==> src/hdl/audio_loop_buffer_tap_top_macros.svh <==
// Assertion macros for the loop buffer tap RTL, used by alb_ctrl.
// Expects signals clk and rst_n in the scope of each use.
`ifndef AUDIO_LOOP_BUFFER_TAP_TOP_MACROS_SVH
`define AUDIO_LOOP_BUFFER_TAP_TOP_MACROS_SVH
`ifndef ASSERT_OFF
`define ALB_ASSERT_SAME(lbl, ante, cons) \
  lbl: assert property (@(posedge clk) disable iff (!rst_n) (ante) |-> (cons)) \
    else $error("alb: same-cycle check failed");
`define ALB_ASSERT_NEXT(lbl, ante, cons) \
  lbl: assert property (@(posedge clk) disable iff (!rst_n) (ante) |=> (cons)) \
    else $error("alb: next-cycle check failed");
`else
`define ALB_ASSERT_SAME(lbl, ante, cons)
`define ALB_ASSERT_NEXT(lbl, ante, cons)
`endif
`endif

==> src/hdl/alb_pkg.sv <==
// Shared types and constants for the loop buffer tap.
// Used by the controller, the datapath and the top level; no dependencies.
package alb_pkg;

  localparam int FUNC_W     = 3;
  localparam int CFG_IDX_W  = 2;
  localparam int CFG_DATA_W = 17;

  localparam logic [FUNC_W-1:0] FUNC_READ  = 3'd0;
  localparam logic [FUNC_W-1:0] FUNC_WRITE = 3'd1;
  localparam logic [FUNC_W-1:0] FUNC_MIX   = 3'd2;
  localparam logic [FUNC_W-1:0] FUNC_ADD   = 3'd3;
  localparam logic [FUNC_W-1:0] FUNC_SET   = 3'd4;

  localparam logic [CFG_IDX_W-1:0] CFG_LOOP_LENGTH    = 2'd0;
  localparam logic [CFG_IDX_W-1:0] CFG_STEP_INCREMENT = 2'd1;
  localparam logic [CFG_IDX_W-1:0] CFG_RATE_DIVISOR   = 2'd2;

  typedef struct packed {
    logic load_in;
    logic clear_step;
    logic capture;
    logic mem_write;
    logic div_start;
    logic div_sel_move;
    logic tap_load;
    logic adv_step;
    logic out_load;
  } alb_cmd_t;

  typedef struct packed {
    logic clear_last;
    logic func_writes;
    logic func_is_set;
    logic adv;
    logic move_due;
    logic div_busy;
    logic div_done;
  } alb_sts_t;

endpackage

==> src/hdl/alb_ctrl.sv <==
// Controller state machine: memory clear, read-modify-write, tap update, output beat.
// Depends on alb_pkg and the assertion macro header.
`include "audio_loop_buffer_tap_top_macros.svh"
module alb_ctrl (
  input  logic              clk,
  input  logic              rst_n,
  input  logic              in_valid,
  output logic              in_stall,
  output logic              out_valid,
  input  logic              out_stall,
  input  alb_pkg::alb_sts_t sts_i,
  output alb_pkg::alb_cmd_t cmd_o
);

  typedef enum logic [2:0] {
    S_CLEAR,
    S_IDLE,
    S_READ,
    S_WRITE,
    S_DIV,
    S_ADV,
    S_OUT
  } state_t;

  state_t state_r;
  state_t state_nxt;
  logic   move_r;
  logic   move_nxt;
  logic   out_valid_r;
  logic   out_valid_nxt;

  always_comb begin
    cmd_o         = '0;
    state_nxt     = state_r;
    move_nxt      = move_r;
    out_valid_nxt = out_valid_r & out_stall;
    case (state_r)
      S_CLEAR: begin
        cmd_o.clear_step = 1'b1;
        if (sts_i.clear_last) state_nxt = S_IDLE;
      end
      S_IDLE: begin
        if (in_valid) begin
          cmd_o.load_in = 1'b1;
          state_nxt     = S_READ;
        end
      end
      S_READ: begin
        cmd_o.capture = 1'b1;
        state_nxt     = S_WRITE;
      end
      S_WRITE: begin
        cmd_o.mem_write = sts_i.func_writes;
        if (sts_i.func_is_set) begin
          cmd_o.div_start = 1'b1;
          move_nxt        = 1'b0;
          state_nxt       = S_DIV;
        end else begin
          state_nxt = S_ADV;
        end
      end
      S_DIV: begin
        if (sts_i.div_done) begin
          cmd_o.tap_load = 1'b1;
          state_nxt      = move_r ? S_OUT : S_ADV;
        end
      end
      S_ADV: begin
        cmd_o.div_sel_move = 1'b1;
        state_nxt          = S_OUT;
        if (sts_i.adv) begin
          cmd_o.adv_step = 1'b1;
          if (sts_i.move_due) begin
            cmd_o.div_start = 1'b1;
            move_nxt        = 1'b1;
            state_nxt       = S_DIV;
          end
        end
      end
      S_OUT: begin
        // The output register takes the beat once the previous one has left.
        if (!out_valid_r || !out_stall) begin
          cmd_o.out_load = 1'b1;
          out_valid_nxt  = 1'b1;
          state_nxt      = S_IDLE;
        end
      end
      default: state_nxt = S_IDLE;
    endcase
  end

  always_ff @(posedge clk) begin
    if (!rst_n) begin
      state_r     <= S_CLEAR;
      move_r      <= 1'b0;
      out_valid_r <= 1'b0;
    end else begin
      state_r     <= state_nxt;
      move_r      <= move_nxt;
      out_valid_r <= out_valid_nxt;
    end
  end

  assign in_stall  = (state_r != S_IDLE);
  assign out_valid = out_valid_r;

  `ALB_ASSERT_SAME(a_div_start_idle, cmd_o.div_start, !sts_i.div_busy)
  `ALB_ASSERT_SAME(a_div_done_in_div, sts_i.div_done, state_r == S_DIV)
  `ALB_ASSERT_SAME(a_idle_div_quiet, state_r == S_IDLE, !sts_i.div_busy)
  `ALB_ASSERT_NEXT(a_load_gives_valid, cmd_o.out_load, out_valid_r)

endmodule

==> config.mk <==
export PLATFORM = sky130hd
export DESIGN_NAME = alb_ctrl
export DESIGN_NICKNAME = d
export VERILOG_FILES = /design/src/hdl/alb_pkg.sv /design/src/hdl/alb_ctrl.sv
export VERILOG_INCLUDE_DIRS = /design/src /design/src/hdl
export SDC_FILE = /design/constraint.sdc
export NUM_CORES = 1
export LEC_CHECK = 0
export BUFFER_PORTS_ARGS = -buffer_cell sky130_fd_sc_hd__buf_2
export CAP_MARGIN = 20
export CORE_AREA = 2 2 39 41
export DETAILED_ROUTE_END_ITERATION = 8
export DIE_AREA = 0 0 41 43
export GPL_ROUTABILITY_DRIVEN = 0
export PLACE_DENSITY_LB_ADDON = 0.15
export REMOVE_ABC_BUFFERS = 1
export SLEW_MARGIN = 0
export SYNTH_ARGS = -nofsm -noshare
export SYNTH_HDL_FRONTEND = slang
export SYNTH_SLANG_ARGS = --single-unit
==> constraint.sdc <==
create_clock -name clk -period 1.5 [get_ports clk]
set_input_delay 0.225 -clock clk [delete_from_list [all_inputs] [get_ports clk]]
set_output_delay 0.225 -clock clk [all_outputs]
set_load 0.03 [all_outputs]
==> metrics.txt, run 1 <==
post-synthesis to final-layout area growth=46.7%; horizontal die dimension=41 um; average via count per standard cell=4.93; Fmax achieved=roughly 700 MHz; first element of the critical path=state_r[0]; DRC violation count after routing=0; worst setup path endpoint=cmd_o[0]; Seq/Total Area, Yosys=around 24%; number of standard cells after synthesis=55; number of I/O pins=22; worst skew pair latency=about 0.25 ns; Critical Path RT=1.27 ns; root buffer cell=sky130_fd_sc_hd__clkbuf_4; cell at the slowest stage of the critical path=sky130_fd_sc_hd__dfxtp_4; post-layout worst setup margin=about 0.076 ns; crit path buf inv count=2; synth warn=0; total length of routed wires=roughly 1000 um; Worst Reg-to-Reg Cells=5; setup slack at placement=0.0689 ns; DIE HEIGHT=43 um; Max clock buf depth=2; clk sinks=5; Most used DFF post-synth=sky130_fd_sc_hd__dfxtp_1; startpoint class of the critical path=flip-flop; critical-path maximum fanout=10; pwr dens=1600 nW/um^2; post-synthesis register bit count=5; number of search-and-repair iterations in the first detailed-routing pass=2; Core Footprint=1380 um^2; P_leak=0.000288 uW; max-slew violations=0; 1st-iter DRT viols=7; reg2reg end=state_r[0]; outcome=complete, no violations; # placed instances=91; type of destination of the critical path=output port; global-route total usage across every layer=13.1%; via count of the first global-routing pass=about 380; Routed Antenna Nets=0; netlist area before placement=415 um^2; via count=around 480; total power=978 uW; hold bufs inserted after CTS=0; setup total negative slack=0 ns; fraction of final layout cells sized beyond drive strength 1=47.6%; total of max-cap violations=0; Slew @ Worst Pin=0.269 ns; number of cells on the critical path=4; Crit path largest cell delay=between 0.3 and 0.4 ns; final net count=94; worst setup slack for register-to-register paths=0.27 ns; CTS Buf Count=3; final hold vios=0; top cell family by delay on the critical path=flip-flops; number of antenna violations at the first check in global routing=0; RSZ-0062 raised after global routing=false; Inserted Diodes=0; Worst-path clk slew=around 0.04 ns; Cell Count, Final, Fillers Out=98; launching point of the worst reg2reg path=state_r[2]; number of library cell types mapped by synthesis=28; largest net degree at the start of global routing=15; headroom to the max-slew limit=81.9%; Worst Setup Path Type=reg -> out; Remaining Overflow, GRT=0; minimum clock period=1.42 ns; Period Utilization, post-route=94.9%; number of enable-type register cells in the synthesized netlist=0; Die Area=about 1800 um^2; effective utilization at floorplan=30.0%; DR WL/cell=10.2 um; clock tree from TritonCTS=built; post-synthesis async set-or-reset flop share=0%; maximum ir drop on the vdd rail=604 uV; worst hold slack=0.259 ns; total number of placement rows=14; first-pass GRT wire length=1570 um; Min-Delay Path Class=in -> reg; clock tree skew after final layout=0.00495 ns; cells traversed along the worst timing path=buf_6, nand3b_1, a21oi_1, buf_4; arrival time at the worst endpoint=1.20 ns; number of I/O port buffers=20; Avg Inst Size Synth=roughly 7.6 um^2; worst hold path startpoint=out_stall; total of endpoints with negative setup slack in the final report=0; level count of the clock H-tree=1; HPWL after detailed placement=746 um
-- stage by stage --
stage	cell area, um^2	utilization [%]
6_report	609	44.0
5_1_grt	609	44.0
4_1_cts	568	41.0
3_5_place_dp	536	38.7
3_3_place_gp	536	38.7
2_1_floorplan	370	-
-- layout make-up --
class / count / area (um^2)
inverters: 3 / 11.3
multi-input cells: 41 / 262
flip-flops and latches: 5 / 111
clock buffers: 4 / 26.3
repair buffers: 29 / 179
fillers: 161 / 774
well taps: 16 / 20.0
-- registers in the layout, summed over array words and instances (netlist names) --
name       count
state_r        3
move_r         1
out_valid      1
-- power breakdown --
group,switching (uW),leakage [uW],internal [uW],total (uW)
logic,301,0.000230,267,568
clock network,55.3,0.0000150,101,156
registers,76.7,0.0000428,177,254
total,433,0.000288,545,978
-- synth_stat cells (2+ instances only) --
library cell               n  share of area [%]
sky130_fd_sc_hd__a21oi_1   4                4.8
sky130_fd_sc_hd__nand3b_1  2                3.6
sky130_fd_sc_hd__buf_6     2                5.4
sky130_fd_sc_hd__nand3_1   2                2.4
sky130_fd_sc_hd__o21ai_1   3                3.6
sky130_fd_sc_hd__nand2_1   6                5.4
sky130_fd_sc_hd__nor2_1    4                3.6
sky130_fd_sc_hd__buf_2     3                3.6
sky130_fd_sc_hd__and2_1    2                3.0
sky130_fd_sc_hd__nor3_1    3                3.6
sky130_fd_sc_hd__dfxtp_1   5                 24
sky130_fd_sc_hd__inv_1     3                2.7
-- routing by layer --
layer  vias to the layer above  GRT usage, %  wire [um]
met1                       218          15.9        474
met4                         0          6.00         17
met2                        13          19.7        450
li1                        250             -          -
met3                         2          4.71         62
met5                         -             0          0
-- cells by family after synthesis --
kind of cell | count (synthesis) | share of synthesized area (%)
flops | 5 | 24.1
compound gates | 16 | 27.1
simple gates | 24 | 32.8
mux | 1 | 2.41
buf+inv | 9 | 13.6
-- worst register-to-register path, delay by kind of cell, from the launching register on --
kind	cells	cell delay, ns
compound gates	2	0.29
buf+inv	1	0.14
flops	1	0.38
mux	1	0.12
simple gates	1	0.17
-- layout by cell type, fill, tap and decap left out --
| cell type | synthesis | layout |
|---|---|---|
| sky130_fd_sc_hd__o22a_1 | 1 | 1 |
| sky130_fd_sc_hd__and2_1 | 2 | 2 |
| sky130_fd_sc_hd__nand2_1 | 6 | 6 |
| sky130_fd_sc_hd__dfxtp_1 | 5 | 2 |
| sky130_fd_sc_hd__nor3_1 | 3 | 3 |
| sky130_fd_sc_hd__o21ai_0 | 1 | 1 |
| sky130_fd_sc_hd__nor2_1 | 4 | 3 |
| sky130_fd_sc_hd__buf_4 | 1 | 11 |
| sky130_fd_sc_hd__nand4b_1 | 1 | 1 |
| sky130_fd_sc_hd__and3_1 | 1 | 1 |
| sky130_fd_sc_hd__buf_2 | 3 | 17 |
| sky130_fd_sc_hd__mux2i_1 | 1 | 1 |
| sky130_fd_sc_hd__buf_6 | 2 | 1 |
| sky130_fd_sc_hd__nand3b_1 | 2 | 2 |
| sky130_fd_sc_hd__a41oi_1 | 1 | 1 |
| sky130_fd_sc_hd__a31oi_1 | 1 | 1 |
| sky130_fd_sc_hd__clkbuf_1 | 0 | 1 |
| sky130_fd_sc_hd__dfxtp_4 | 0 | 3 |
| sky130_fd_sc_hd__a2111oi_2 | 1 | 1 |
| sky130_fd_sc_hd__o21ai_1 | 3 | 3 |
| sky130_fd_sc_hd__nor3b_1 | 1 | 1 |
| sky130_fd_sc_hd__o2bb2ai_1 | 1 | 1 |
| sky130_fd_sc_hd__o221ai_1 | 1 | 1 |
| sky130_fd_sc_hd__nor2_2 | 0 | 1 |
| sky130_fd_sc_hd__a21oi_1 | 4 | 4 |
| sky130_fd_sc_hd__a2bb2oi_1 | 1 | 1 |
| sky130_fd_sc_hd__and3b_2 | 1 | 1 |
| sky130_fd_sc_hd__inv_1 | 3 | 3 |
| sky130_fd_sc_hd__o21a_1 | 1 | 1 |
| sky130_fd_sc_hd__clkbuf_4 | 0 | 3 |
| sky130_fd_sc_hd__nand2b_4 | 1 | 1 |
| sky130_fd_sc_hd__nand3_1 | 2 | 2 |
-- timing repair --
item | CTS | global route
endpoints found under the setup margin | 10 | 7
resized for setup | 4 | 10
buffers inserted | 0 | 3
-- how the worst min path moves through the flow --
stage                 endpoint  slack (ns)  depth (start not counted)
finish              state_r[1]        0.26                          3
global route        state_r[1]        0.26                          3
CTS                 state_r[1]        0.26                          3
detailed placement      move_r        0.51                          2
global placement        move_r        0.51                          2
floorplan               move_r        0.36                          2
(Power assumes the default switching activity.)
==> run 2: changes to the inputs <==
--- a/config.mk
+++ b/config.mk
@@ -12,8 +12,7 @@
 export DETAILED_ROUTE_END_ITERATION = 8
 export DIE_AREA = 0 0 41 43
 export GPL_ROUTABILITY_DRIVEN = 0
-export PLACE_DENSITY_LB_ADDON = 0.15
-export REMOVE_ABC_BUFFERS = 1
+export PLACE_DENSITY = 0.6
 export SLEW_MARGIN = 0
 export SYNTH_ARGS = -nofsm -noshare
 export SYNTH_HDL_FRONTEND = slang
==> run 2 against run 1 <==
Against the previous run: combinational power increased by 4.0%; register-to-register slack lost 0.02 ns; sequential share of layout area fell by 0.88 points; largest power group unchanged.
==> metrics.txt, run 2 (synthesis results as in run 1) <==
startpoint class of the critical path=flip-flop (unchanged); maximum ir drop on the vdd rail=524 uV (was 604 uV); worst setup slack for register-to-register paths=0.25 ns (was 0.27 ns); largest net degree at the start of global routing=14 (was 15); clock tree skew after final layout=0.00226 ns (was 0.00495 ns); via count of the first global-routing pass=384 (was 383); root buffer cell=sky130_fd_sc_hd__clkbuf_4 (unchanged); P_leak=0.000295 uW (was 0.000288 uW); clock tree from TritonCTS=built (unchanged); horizontal die dimension=41 um (unchanged); fraction of final layout cells sized beyond drive strength 1=51.2% (was 47.6%); max-slew violations=0 (unchanged); cells traversed along the worst timing path=buf_4, nor3_2, buf_4 (was buf_6, nand3b_1, a21oi_1, buf_4); number of antenna violations at the first check in global routing=0 (unchanged); final hold vios=0 (unchanged); Inserted Diodes=0 (unchanged); post-layout utilization of the core=45.2% (was 44.0%); total number of placement rows=14 (unchanged); post-synthesis to final-layout area growth=50.6% (was 46.7%); number of I/O pins=22 (unchanged); level count of the clock H-tree=1 (unchanged); flip-flop count of the largest register after layout=3 (unchanged); setup slack at placement=0.0942 ns (was 0.0689 ns); post-layout worst setup margin=0.0514 ns (was 0.0762 ns); leading cell type in the layout, fill and taps excluded=sky130_fd_sc_hd__buf_2 (unchanged); Die Area=1760 um^2 (unchanged); Worst-path clk slew=0.05 ns (was 0.04 ns); critical-path maximum fanout=9 (was 10); DRC violation count after routing=0 (unchanged); Remaining Overflow, GRT=0 (unchanged); cell at the slowest stage of the critical path=sky130_fd_sc_hd__dfxtp_4 (unchanged); setup total negative slack=0 ns (unchanged); Period Utilization, post-route=96.6% (was 94.9%); largest register by flop count=state_r (unchanged); first-pass GRT wire length=1570 um (unchanged); depth of the worst hold-timing path=3 (unchanged); most repeated library cell on the critical path=sky130_fd_sc_hd__buf_4; net count after synthesis=66; Crit path largest cell delay=0.37 ns (about the same); number of search-and-repair iterations in the first detailed-routing pass=4 (was 2); total length of routed wires=1030 um (was 1000 um); DR WL/cell=10.5 um (was 10.2 um); final net count=94 (unchanged); CTS Buf Count=3 (unchanged); Min-Delay Path Class=in -> reg (unchanged); average via count per standard cell=5.04 (was 4.93); Max clock buf depth=2 (unchanged); effective utilization at floorplan=30.0% (unchanged); Worst Setup Path Type=reg -> out (unchanged); minimum clock period=1.45 ns (was 1.42 ns); Critical Path RT=1.27 ns (about the same); type of destination of the critical path=output port (unchanged); 1st-iter DRT viols=7 (unchanged); number of I/O port buffers=20 (unchanged); total of endpoints with negative setup slack in the final report=0 (unchanged); Routed Antenna Nets=0 (unchanged); clk sinks=5 (unchanged); total of max-cap violations=0 (unchanged); Core Footprint=1380 um^2 (unchanged); Hold EP=state_r[1] (unchanged); Fmax achieved=690 MHz (was 702 MHz); crit path buf inv count=2 (unchanged); launching point of the worst reg2reg path=state_r[2] (unchanged); Worst Reg-to-Reg Cells=5 (unchanged); Slew @ Worst Pin=0.264 ns (was 0.269 ns); area of all placed cells without fillers=626 um^2 (was 609 um^2); worst hold path startpoint=out_stall (unchanged); reg2reg end=state_r[0] (unchanged); via count=494 (was 483); worst skew pair latency=0.25 ns (about the same); DIE HEIGHT=43 um (unchanged); leading cell types in the layout, fill and taps excluded=16 x sky130_fd_sc_hd__buf_2, 12 x sky130_fd_sc_hd__buf_4, 6 x sky130_fd_sc_hd__nand2_1 (was 17 x sky130_fd_sc_hd__buf_2, 11 x sky130_fd_sc_hd__buf_4, 6 x sky130_fd_sc_hd__nand2_1); total power=990 uW (was 978 uW); arrival time at the worst endpoint=1.22 ns (was 1.20 ns); global-route total usage across every layer=13.0% (was 13.1%); area of placed instances=558 um^2 (was 536 um^2); headroom to the max-slew limit=82.4% (was 81.9%); outcome=complete, no violations (unchanged); HPWL after detailed placement=775 um (was 746 um); pwr dens=1580 nW/um^2 (was 1600 nW/um^2); top cell family by delay on the critical path=flip-flops (unchanged)
run 2: cell type report:
type / instances / area [um^2]
Sequential cell: 5 / 109
Multi-Input combinational cell: 41 / 278
Clock buffer: 4 / 26.3
Tap cell: 16 / 20.0
Inverter: 3 / 11.3
Fill cell: 148 / 758
Timing Repair Buffer: 29 / 181
run 2: worst max-delay path by stage:
stage                    start          to  slack, ns  cells past startpoint
global route        state_r[0]    cmd_o[0]     -0.009                      4
finish              state_r[2]    cmd_o[7]       0.05                      3
detailed placement  state_r[2]  state_r[0]       0.09                      4
global placement    state_r[2]  state_r[0]        0.1                      4
CTS                 state_r[2]    cmd_o[7]      0.004                      3
floorplan           state_r[0]    cmd_o[0]       0.01                      4
run 2: routing by layer:
metal	vias up	track usage [%]	share of wire, %
met5	-	0	0
met2	17	17.5	49
met1	223	18.1	43
met3	2	1.57	6.1
li1	252	-	-
met4	0	9.33	2.2
run 2: tightest hold or removal path, stage by stage:
cell and delay [ns]:
sky130_fd_sc_hd__buf_2 0.12, sky130_fd_sc_hd__nand3_1 0.06, sky130_fd_sc_hd__o2bb2ai_1 0.06
run 2: timing repair:
item                                    4_1_cts  5_1_grt
resized for setup                             6        6
setup buffers                                 0        2
hold buffers                                  0        0
endpoints found under the setup margin        8        5
run 2: report_power, final:
part           total (uW)  switching [uW]  leakage (uW)  internal [uW]
clock network         168            66.9     0.0000150            101
logic                 591             326      0.000237            264
registers             231            60.2     0.0000425            171
run 2: per-stage QoR:
step,cells,hold WS (ns)
after floorplan,55,0.364
final,98,0.266
after global placement,92,0.503
after CTS,96,0.254
after global routing,98,0.274
after detailed placement,92,0.513
==> run 3: changes to the inputs <==
--- a/config.mk
+++ b/config.mk
@@ -8,9 +8,9 @@
 export LEC_CHECK = 0
 export BUFFER_PORTS_ARGS = -buffer_cell sky130_fd_sc_hd__buf_2
 export CAP_MARGIN = 20
-export CORE_AREA = 2 2 39 41
+export CORE_AREA = 8 8 45 47
 export DETAILED_ROUTE_END_ITERATION = 8
-export DIE_AREA = 0 0 41 43
+export DIE_AREA = 0 0 53 55
 export GPL_ROUTABILITY_DRIVEN = 0
 export PLACE_DENSITY = 0.6
 export SLEW_MARGIN = 0
==> run 3 against run 2 <==
Against the previous run: first-iteration DRC count grew 43%; register-to-register slack lost 0.08 ns; fmax grew 1.0%; worst setup slack gained 0.014 ns; sequential cell count is the same; critical path depth is the same; sequential power grew 6%; global-route usage shrank 5.4 points; combinational power grew 33%; clock skew shrank 0.0014 ns.
==> metrics.txt, run 3 (synthesis results as in run 1) <==
outcome=complete, no violations (unchanged); depth of the worst hold-timing path=3 (unchanged); Routed Antenna Nets=0 (unchanged); average via count per standard cell=4.99 (was 5.04); cell at the slowest stage of the critical path=sky130_fd_sc_hd__dfxtp_4 (unchanged); total of endpoints with negative setup slack in the final report=0 (unchanged); total length of routed wires=1250 um (was 1030 um); max-slew violations=0 (unchanged); maximum ir drop on the vdd rail=600 uV (was 524 uV); total number of placement rows=14 (unchanged); minimum clock period=1.43 ns (was 1.45 ns); number of I/O pins=22 (unchanged); clk sinks=5 (unchanged); Hold EP=state_r[1] (unchanged); hold bufs inserted after CTS=0 (unchanged); flip-flop count of the largest register after layout=3 (unchanged); final hold vios=0 (unchanged); reg2reg end=state_r[0] (unchanged); Die Area=2920 um^2 (was 1760 um^2); level count of the clock H-tree=1 (unchanged); Worst Reg-to-Reg Cells=6 (was 5); total of max-cap violations=0 (unchanged); clock tree skew after final layout=0.000885 ns (was 0.00226 ns); clock tree from TritonCTS=built (unchanged); top cell family by delay on the critical path=flip-flops (unchanged); leading cell types in the layout, fill and taps excluded=16 x sky130_fd_sc_hd__buf_2, 12 x sky130_fd_sc_hd__buf_4, 6 x sky130_fd_sc_hd__nand2_1 (unchanged); Worst-path clk slew=0.04 ns (was 0.05 ns); leading cell type in the layout, fill and taps excluded=sky130_fd_sc_hd__buf_2 (unchanged); DIE HEIGHT=55 um (was 43 um); via count of the first global-routing pass=453 (was 384); worst hold path startpoint=out_stall (unchanged); Inserted Diodes=0 (unchanged); largest register by flop count=state_r (unchanged); crit path buf inv count=2 (unchanged); Period Utilization, post-route=95.6% (was 96.6%); worst setup slack for register-to-register paths=0.17 ns (was 0.25 ns); Slew @ Worst Pin=0.276 ns (was 0.264 ns); setup total negative slack=0 ns (unchanged); first-pass GRT wire length=1710 um (was 1570 um); startpoint class of the critical path=flip-flop (unchanged); effective utilization at floorplan=30.0% (unchanged); Sequential Area=111 um^2 (was 109 um^2); Critical Path RT=1.27 ns (about the same); net count after synthesis=66 (unchanged); RSZ-0062 raised after global routing=false; Core Footprint=1380 um^2 (unchanged); CTS Buf Count=3 (unchanged); number of fill cells=140 (was 148); critical-path maximum fanout=12 (was 9); via count=504 (was 494); fraction of final layout cells sized beyond drive strength 1=51.8% (was 51.2%); P_leak=0.000333 uW (was 0.000295 uW); global-route total usage across every layer=7.60% (was 13.0%); 1st-iter DRT viols=10 (was 7); most repeated library cell on the critical path=sky130_fd_sc_hd__buf_4 (unchanged); largest net degree at the start of global routing=13 (was 14); worst hold slack=0.278 ns (was 0.266 ns); DR WL/cell=12.4 um (was 10.5 um); # placed instances=91 (was 92); Worst Setup Path Type=reg -> out (unchanged); final net count=97 (was 94); number of I/O port buffers=20 (unchanged); pwr dens=1740 nW/um^2 (was 1580 nW/um^2); type of destination of the critical path=output port (unchanged); HPWL after detailed placement=873 um (was 775 um); number of cells on the critical path=3 (unchanged); arrival time at the worst endpoint=1.21 ns (was 1.22 ns); headroom to the max-slew limit=81.5% (was 82.4%); cells traversed along the worst timing path=buf_4, nor3_2, buf_4 (unchanged); Crit path largest cell delay=0.38 ns (was 0.37 ns); footprint of the multi-input gates=277 um^2 (was 278 um^2); Fmax achieved=697 MHz (was 690 MHz); area of all placed cells without fillers=681 um^2 (was 626 um^2); horizontal die dimension=53 um (was 41 um); DRC violation count after routing=0 (unchanged); root buffer cell=sky130_fd_sc_hd__clkbuf_4 (unchanged); Max clock buf depth=2 (unchanged); worst skew pair latency=0.24 ns (was 0.25 ns); post-layout utilization of the core=49.2% (was 45.2%); Remaining Overflow, GRT=0 (unchanged); Min-Delay Path Class=in -> reg (unchanged); area of placed instances=563 um^2 (was 558 um^2); launching point of the worst reg2reg path=state_r[0] (was state_r[2]); post-synthesis to final-layout area growth=63.9% (was 50.6%); number of search-and-repair iterations in the first detailed-routing pass=3 (was 4); Cell Count, Final, Fillers Out=101 (was 98); number of antenna violations at the first check in global routing=0 (unchanged)
[run 3: changes by cell type in the layout (fill, tap and decap cells not counted)]
cell,before,now
sky130_fd_sc_hd__a21oi_1,3,4
sky130_fd_sc_hd__a21oi_2,1,0
sky130_fd_sc_hd__buf_12,0,1
sky130_fd_sc_hd__buf_6,1,0
sky130_fd_sc_hd__clkbuf_16,0,1
sky130_fd_sc_hd__clkbuf_4,3,4
sky130_fd_sc_hd__dfxtp_2,1,0
sky130_fd_sc_hd__dfxtp_4,2,3
sky130_fd_sc_hd__dlymetal6s2s_1,0,1
sky130_fd_sc_hd__nor2_1,4,3
sky130_fd_sc_hd__nor2_2,0,1
[run 3: tightest hold or removal path, cell delays in order]
cell,delay (ns)
sky130_fd_sc_hd__buf_2,0.12
sky130_fd_sc_hd__nand3_1,0.06
sky130_fd_sc_hd__o2bb2ai_1,0.06
[run 3: area by class of cell]
type                    instances  share of cell area [%]
multi-input cells              41                    40.6
flip-flops and latches          5                    16.4
inverters                       3                    1.65
clock buffers                   4                    3.86
repair buffers                 32                    34.6
well taps                      16                    2.94
[run 3: repair_timing]
| item | 4_1_cts | 5_1_grt |
|---|---|---|
| resized for setup | 3 | 11 |
| gates cloned | 0 | 1 |
| setup buffers | 0 | 5 |
| endpoints found under the setup margin | 8 | 6 |
[run 3: how the worst max path moves through the flow]
stage	start	endpoint
2_1_floorplan	state_r[0]	cmd_o[0]
3_3_place_gp	state_r[2]	state_r[0]
3_5_place_dp	state_r[2]	cmd_o[8]
4_1_cts	state_r[0]	cmd_o[0]
5_1_grt	state_r[1]	cmd_o[4]
6_report	state_r[2]	cmd_o[7]
[run 3: per-stage QoR]
stage | worst slack [ns] | power (uW)
3_5_place_dp | 0.147 | 815
3_3_place_gp | 0.147 | 816
6_report | 0.0658 | 1180
2_1_floorplan | 0.0100 | 647
4_1_cts | 0.00265 | 983
5_1_grt | 0.00493 | 1270
[run 3: layer usage]
metal | up-vias | part of all wire, % | global-route usage (%) | routed length, um
met5 | - | 0 | 0 | 0
met4 | 0 | 0 | 6.47 | 0
met3 | 0 | 5.6 | 1.34 | 70
met2 | 12 | 49 | 13.5 | 615
met1 | 233 | 45 | 7.61 | 564
li1 | 259 | - | - | -
[run 3: report_power, final]
part           total [uW]  internal (uW)  switching (uW)
logic                 785            423             362
registers             246            177            69.1
clock network         150            100            49.9
total                1180            700             481
